[src/rtl/core/owbm_pkg.sv]
`default_nettype none

package owbm_pkg;

  // Input item codes.
  typedef enum logic [2:0] {
    CMD_TICK       = 3'd0,
    CMD_RESET      = 3'd1,
    CMD_WRITE_BIT  = 3'd2,
    CMD_WRITE_BYTE = 3'd3,
    CMD_READ_BIT   = 3'd4,
    CMD_READ_BYTE  = 3'd5
  } owbm_cmd_e;

  // Slot sequencer phases.
  typedef enum logic [2:0] {
    PH_IDLE     = 3'd0,
    PH_RST_LOW  = 3'd1,
    PH_RST_HIGH = 3'd2,
    PH_WR_LOW   = 3'd3,
    PH_WR_HIGH  = 3'd4,
    PH_RD_LOW   = 3'd5,
    PH_RD_HIGH  = 3'd6
  } owbm_phase_e;

  localparam int unsigned UsW = 9;

  // Slot timing in microseconds.
  localparam logic [UsW-1:0] T_RST_LOW    = 9'd485;
  localparam logic [UsW-1:0] T_RST_HIGH   = 9'd480;
  localparam logic [UsW-1:0] T_RST_SAMPLE = 9'd410;
  localparam logic [UsW-1:0] T_W1_LOW     = 9'd10;
  localparam logic [UsW-1:0] T_W1_HIGH    = 9'd55;
  localparam logic [UsW-1:0] T_W0_LOW     = 9'd65;
  localparam logic [UsW-1:0] T_W0_HIGH    = 9'd5;
  localparam logic [UsW-1:0] T_RD_LOW     = 9'd3;
  localparam logic [UsW-1:0] T_RD_HIGH    = 9'd57;
  localparam logic [UsW-1:0] T_RD_SAMPLE  = 9'd47;

  localparam logic [2:0] LAST_BIT = 3'd7;

  typedef struct packed {
    logic [2:0] cmd;
    logic [7:0] tx_byte;
    logic       line_level;
  } owbm_in_t;

  typedef struct packed {
    logic       drive_low;
    logic       busy_res;
    logic       done_res;
    logic       presence;
    logic [7:0] rx_byte;
    logic       rejected;
  } owbm_out_t;

  typedef struct packed {
    owbm_phase_e    phase;
    logic [UsW-1:0] remaining_us;
    logic [2:0]     bit_position;
    logic [7:0]     tx_shift;
    logic [7:0]     rx_shift;
    logic           presence_flag;
    logic           byte_mode;
  } owbm_state_t;

endpackage

`default_nettype wire

[src/rtl/core/owbm_step.sv]
`default_nettype none

module owbm_step (
  input  owbm_pkg::owbm_state_t st_i,
  input  owbm_pkg::owbm_in_t    in_i,
  output owbm_pkg::owbm_state_t st_o,
  output owbm_pkg::owbm_out_t   res_o
);
  import owbm_pkg::*;

  logic [UsW-1:0] rem_dec;
  logic [2:0]     rx_pos;
  logic           is_tick;

  assign is_tick = (in_i.cmd == CMD_TICK);
  assign rem_dec = (st_i.remaining_us != '0) ? st_i.remaining_us - 1'b1 : st_i.remaining_us;
  assign rx_pos  = st_i.byte_mode ? st_i.bit_position : 3'd0;

  // Next state.
  always_comb begin
    st_o = st_i;
    if (st_i.phase == PH_IDLE) begin
      case (in_i.cmd)
        CMD_RESET: begin
          st_o.phase        = PH_RST_LOW;
          st_o.remaining_us = T_RST_LOW;
        end
        CMD_WRITE_BIT, CMD_WRITE_BYTE: begin
          st_o.tx_shift     = (in_i.cmd == CMD_WRITE_BIT) ? {7'd0, in_i.tx_byte[0]}
                                                          : in_i.tx_byte;
          st_o.bit_position = (in_i.cmd == CMD_WRITE_BIT) ? LAST_BIT : 3'd0;
          st_o.phase        = PH_WR_LOW;
          st_o.remaining_us = in_i.tx_byte[0] ? T_W1_LOW : T_W0_LOW;
        end
        CMD_READ_BIT, CMD_READ_BYTE: begin
          st_o.byte_mode    = (in_i.cmd == CMD_READ_BYTE);
          st_o.bit_position = (in_i.cmd == CMD_READ_BIT) ? LAST_BIT : 3'd0;
          st_o.rx_shift     = '0;
          st_o.phase        = PH_RD_LOW;
          st_o.remaining_us = T_RD_LOW;
        end
        default: ;
      endcase
    end else if (is_tick) begin
      st_o.remaining_us = rem_dec;
      if (st_i.phase == PH_RST_HIGH && rem_dec == T_RST_SAMPLE) begin
        st_o.presence_flag = ~in_i.line_level;
      end
      if (st_i.phase == PH_RD_HIGH && rem_dec == T_RD_SAMPLE && in_i.line_level) begin
        st_o.rx_shift = st_i.rx_shift | (8'd1 << rx_pos);
      end
      if (rem_dec == '0) begin
        case (st_i.phase)
          PH_RST_LOW: begin
            st_o.phase        = PH_RST_HIGH;
            st_o.remaining_us = T_RST_HIGH;
          end
          PH_WR_LOW: begin
            st_o.phase        = PH_WR_HIGH;
            st_o.remaining_us = st_i.tx_shift[0] ? T_W1_HIGH : T_W0_HIGH;
          end
          PH_RD_LOW: begin
            st_o.phase        = PH_RD_HIGH;
            st_o.remaining_us = T_RD_HIGH;
          end
          PH_WR_HIGH: begin
            st_o.tx_shift = {1'b0, st_i.tx_shift[7:1]};
            if (st_i.bit_position == LAST_BIT) begin
              st_o.phase = PH_IDLE;
            end else begin
              st_o.bit_position = st_i.bit_position + 3'd1;
              st_o.phase        = PH_WR_LOW;
              st_o.remaining_us = st_i.tx_shift[1] ? T_W1_LOW : T_W0_LOW;
            end
          end
          PH_RD_HIGH: begin
            if (st_i.bit_position == LAST_BIT) begin
              st_o.phase = PH_IDLE;
            end else begin
              st_o.bit_position = st_i.bit_position + 3'd1;
              st_o.phase        = PH_RD_LOW;
              st_o.remaining_us = T_RD_LOW;
            end
          end
          default: st_o.phase = PH_IDLE;
        endcase
      end
    end
  end

  // Result fields.
  always_comb begin
    res_o           = '0;
    res_o.drive_low = (st_o.phase == PH_RST_LOW) || (st_o.phase == PH_WR_LOW) ||
                      (st_o.phase == PH_RD_LOW);
    res_o.busy_res  = (st_o.phase != PH_IDLE);
    res_o.done_res  = is_tick && (st_i.phase != PH_IDLE) && (st_o.phase == PH_IDLE);
    res_o.presence  = st_o.presence_flag;
    if (res_o.done_res && st_i.phase == PH_RD_HIGH) begin
      res_o.rx_byte = st_o.rx_shift;
    end
    res_o.rejected  = (st_i.phase != PH_IDLE) && (in_i.cmd inside {[CMD_RESET:CMD_READ_BYTE]});
  end

endmodule

`default_nettype wire

[src/rtl/core/one_wire_bus_master_core.sv]
`default_nettype none

// One-wire bus master core. Every input beat is either a one-microsecond tick,
// which carries the bus level sampled during the microsecond just gone, or a
// command (bus reset with presence detect, write bit, write byte, read bit,
// read byte; bytes go least significant bit first). Every accepted beat yields
// exactly one result beat that tells the bus driver whether to pull the line
// low for the coming microsecond, together with busy, done, presence, the
// received data and a rejected flag for a command that arrived while an
// operation was still running. Commands take no bus time; only ticks advance
// the slot timers. The block takes one beat per clock cycle unless stalled:
// the whole update of the slot sequencer is a single combinational step from
// the state registers to the result register, so a result appears in the
// cycle after its beat is accepted. The result register is the only buffer,
// so input stall is raised exactly while a result is held and output stalls.

module one_wire_bus_master_core (
  input  wire                 clk_i,
  input  wire                 rst_ni,
  input  wire                 in_valid_i,
  output logic                in_stall_o,
  input  owbm_pkg::owbm_in_t  in_data_i,
  output logic                out_valid_o,
  input  wire                 out_stall_i,
  output owbm_pkg::owbm_out_t out_data_o
);
  import owbm_pkg::*;

  owbm_state_t state_q, state_d;
  owbm_out_t   res_d, res_q;
  logic        out_valid_q;
  logic        accept;

  // The result register may load whenever it is empty or being drained.
  assign in_stall_o = out_valid_q && out_stall_i;
  assign accept     = in_valid_i && !in_stall_o;

  owbm_step u_step (
    .st_i  (state_q),
    .in_i  (in_data_i),
    .st_o  (state_d),
    .res_o (res_d)
  );

  always_ff @(posedge clk_i or negedge rst_ni) begin
    if (!rst_ni) begin
      state_q <= '{phase: PH_IDLE, default: '0};
    end else if (accept) begin
      state_q <= state_d;
    end
  end

  always_ff @(posedge clk_i or negedge rst_ni) begin
    if (!rst_ni) begin
      out_valid_q <= 1'b0;
    end else if (!in_stall_o) begin
      out_valid_q <= in_valid_i;
    end
  end

  always_ff @(posedge clk_i) begin
    if (accept) begin
      res_q <= res_d;
    end
  end

  assign out_valid_o = out_valid_q;
  assign out_data_o  = res_q;

endmodule

`default_nettype wire

[config.mk]
export PLATFORM = sky130hd
export DESIGN_NAME = one_wire_bus_master_core
export DESIGN_NICKNAME = d
export VERILOG_FILES = /design/src/rtl/core/owbm_pkg.sv /design/src/rtl/core/owbm_step.sv /design/src/rtl/core/one_wire_bus_master_core.sv
export SDC_FILE = /design/constraint.sdc
export NUM_CORES = 1
export LEC_CHECK = 0
export BUFFER_PORTS_ARGS = -buffer_cell sky130_fd_sc_hd__buf_2
export CELL_PAD_IN_SITES_DETAIL_PLACEMENT = 1
export CELL_PAD_IN_SITES_GLOBAL_PLACEMENT = 1
export CORE_UTILIZATION = 45
export CTS_CLUSTER_DIAMETER = 80
export CTS_CLUSTER_SIZE = 16
export DETAILED_ROUTE_END_ITERATION = 10
export PLACE_DENSITY_LB_ADDON = 0.3
export SYNTH_ARGS = -nofsm -noshare
export SYNTH_HDL_FRONTEND = slang
export SYNTH_SLANG_ARGS = --single-unit
[constraint.sdc]
create_clock -name clk_i -period 4.6 [get_ports clk_i]
set_clock_uncertainty 0.05 [all_clocks]
set_input_delay 0.69 -clock clk_i [delete_from_list [all_inputs] [get_ports clk_i]]
set_output_delay 0.69 -clock clk_i [all_outputs]
set_load 0.1 [all_outputs]
==> impl_results.md <==
* Outcome: finished clean
* Buffers added on ports at 30
* Tot GR Track Use at 0.249
* Drt pass-1 iters at 4
* Final net count at around 370
* Hpwl dp at approximately 6100 um
* Multiplexer area fraction after synthesis at 0.0371
* Synth Register Bits at 47
* CP arrival at approximately 4100 ps
* Post-Syn Nets at 353
* H-tree depth at 2
* Mapped Cells at around 330
* Core area at 6350 um2
* Pwr Density at 595 nW/um2
* Reg-to-Reg End: state_q[10]
* Worst slew margin at 0.354
* Peak fanout along the critical path at 11
* Pin count of the biggest net entering global routing at 35
* Top cells by area, synth: dfrtp_1, edfxtp_1, nand2_1, o21ai_0, mux2_2
* Final setup TNS at 0 ps
* Post-CTS Setup Bufs at 0
* Vias in the first global route at 2731
* WL final at around 8000 um
* Period minus WS final at 3930 ps
* CP Launch Type: flop
* CP required at 4750 ps
* Die Wd at 83.2 um
* Hold WS at 404 ps
* Kind of critical path: reg -> reg
* Gr ovfl total at 0
* DRT iter0 DRCs at 197
* Wire per inst at 18.7 um
* Layout cell share with drive strength beyond 1 at 0.164
* Clk_lat worst skew at ~300 ps
* Xor/xnor cell area share of the yosys netlist at 0.0148
* Ys flop type: dfrtp_1
* Area leader, netlist: dfrtp_1
* Synth Area in Adders at 0.0211
* Final worst path period share at 0.854
* Final setup fails at 0
* Tot Pwr at 0.00192 W
* Worst setup EP type: flop
* Pins Over Slew Limit at 0
* Dpl ws at between 700 and 800 ps
* PnR worst setup slack at between 600 and 700 ps
* Post-cts hold buffer count at 0
* Yosys cell types at 60
* CTS tree: done
* Vias at 2678
* Number of buffers created by CTS at 5
* CTS clk-pin slew, worst paths at 90 ps
* RSZ-0062 raised after global routing: false
* Residual DRC count at 0
* Die area at 6920 um2
* Compound-cell area share of the yosys netlist at 0.224
* Routed Antenna Nets at 0
* Cell Area, Synth at 2970 um2
* Top Ports at 31
* Sequential fraction of the synthesis area at 0.418
* Rows at 29
* HP Class: in -> async
* Hold Vio Cnt, Final at 0
* Initial antenna violation count at 0
* Fin util at 0.509
* EDFF count, synth at 13
* Leakage power at 1.28 nW
* ANT cells at 0
* Achievable clock frequency at around 0.25 GHz
* Most frequent cells in the layout: nand2_1, dfrtp_1, o21ai_0, buf_2, nor2_1
* R2R depth at 9
* Routability congestion estimate at approximately 0.9
* Maxcap violations at 0
* Clock buffer depth at 2
* Top cell type's share of synthesized area at 0.287
* Clock Sinks at 47
* Largest family of logic cells by synthesized area: simple AND/OR/NAND/NOR gates
* Setup slack, reg-to-reg at 670 ps
* Die H at just over 80 um
* Share of async-settable or async-resettable flops after synthesis at 0.723
* Post-Synth Simple-Gate Area at 0.239
* Commonest non-fill, non-tap cell in the layout: nand2_1
* Reg2reg start: state_q[21]
* Worst-Margin Slew at 960 ps
* P&R area growth vs syn at 8.98%
* First-pass GRT wire length at roughly 14000 um
* Initial Util at 0.467
* Vias per inst at between 6 and 7
* Clock root cell: clkbuf_8
* VDD IR-drop max at 0.265 mV
* Syn Area/Cell at 8.94 um2
* Synth warn at 0
* Post_cts resized at 0
## worst max path at each step
stage | endpoint | slack (ps) | from | cells after the start
global route | state_q[10] | 460 | state_q[21] | 9
global placement | state_q[13] | 910 | state_q[21] | 9
CTS | state_q[10] | 720 | state_q[21] | 9
finish | state_q[10] | 670 | state_q[21] | 9
detailed placement | state_q[16] | 710 | state_q[21] | 9
floorplan | state_q[10] | 1140 | state_q[21] | 12
## registers in the layout, indices dropped and copies added (netlist names)
signal	cells
out_data_o	13
out_valid_o	1
state_q	33
## layer usage
metal | wire (um) | GRT usage | vias up
li1 | - | - | 1268
met3 | 435 | 0.0378 | 9
met4 | 90 | 0.0517 | 0
met5 | 0 | 0 | -
met2 | 3680 | 0.393 | 75
met1 | 3830 | 0.364 | 1326
## Yosys cell counts (3+ instances only)
cell type,instances
nand2_1,48
dfrtp_1,34
o21ai_0,33
nor2_1,22
a21oi_1,14
clkbuf_1,14
edfxtp_1,13
inv_1,12
nor3_1,11
nand3_1,9
mux2_2,8
a22oi_1,7
a22o_1,6
or3_1,6
a21o_1,5
ha_1,5
nor4_1,5
o31ai_1,5
or4_1,5
a31oi_1,4
nor2b_1,4
a221o_1,3
a2bb2oi_1,3
and2_1,3
nand2b_1,3
nor4b_1,3
o211ai_1,3
xnor2_1,3
## metrics by stage
| step | instances | instance area (um2) |
|---|---|---|
| global route | 430 | 3230 |
| detailed placement | 422 | 3140 |
| floorplan | 332 | 2970 |
| global placement | 422 | 3140 |
| CTS | 430 | 3230 |
| finish | 430 | 3230 |
## area by class of cell
cell class                      instances  area [um2]
Fill cell                             750        3120
Multi-Input combinational cell        254        1590
Sequential cell                        47        1240
Timing Repair Buffer                   32         165
Tap cell                               77        96.3
Clock buffer                            6        82.6
Inverter                               12        45.0
Clock inverter                          2        13.8
## critical path, cell delays in order, from the launching register on
cell and delay (ps):
dfrtp_1 500, inv_1 170, ha_1 370, or3b_1 480
o31ai_1 400, nand3_1 210, nor4_4 390, nand2_2 160
a2111oi_4 680, mux2_2 410
## power by group
part           internal [W]  switching (W)  leakage (nW)
registers          0.000541       0.000215         0.571
logic              0.000341       0.000558         0.659
clock network      0.000123       0.000146        0.0516
total               0.00101       0.000919          1.28
## cells by family after synthesis
kind of cell,Yosys count
AOI/OAI and AO/OA,98
xor gates and xnor gates,5
adders and majority gates,5
buffers and inverters,31
DFF,47
muxes,10
and+or+nand+nor,136
No activity file was read; power rests on OpenSTA's default activity.
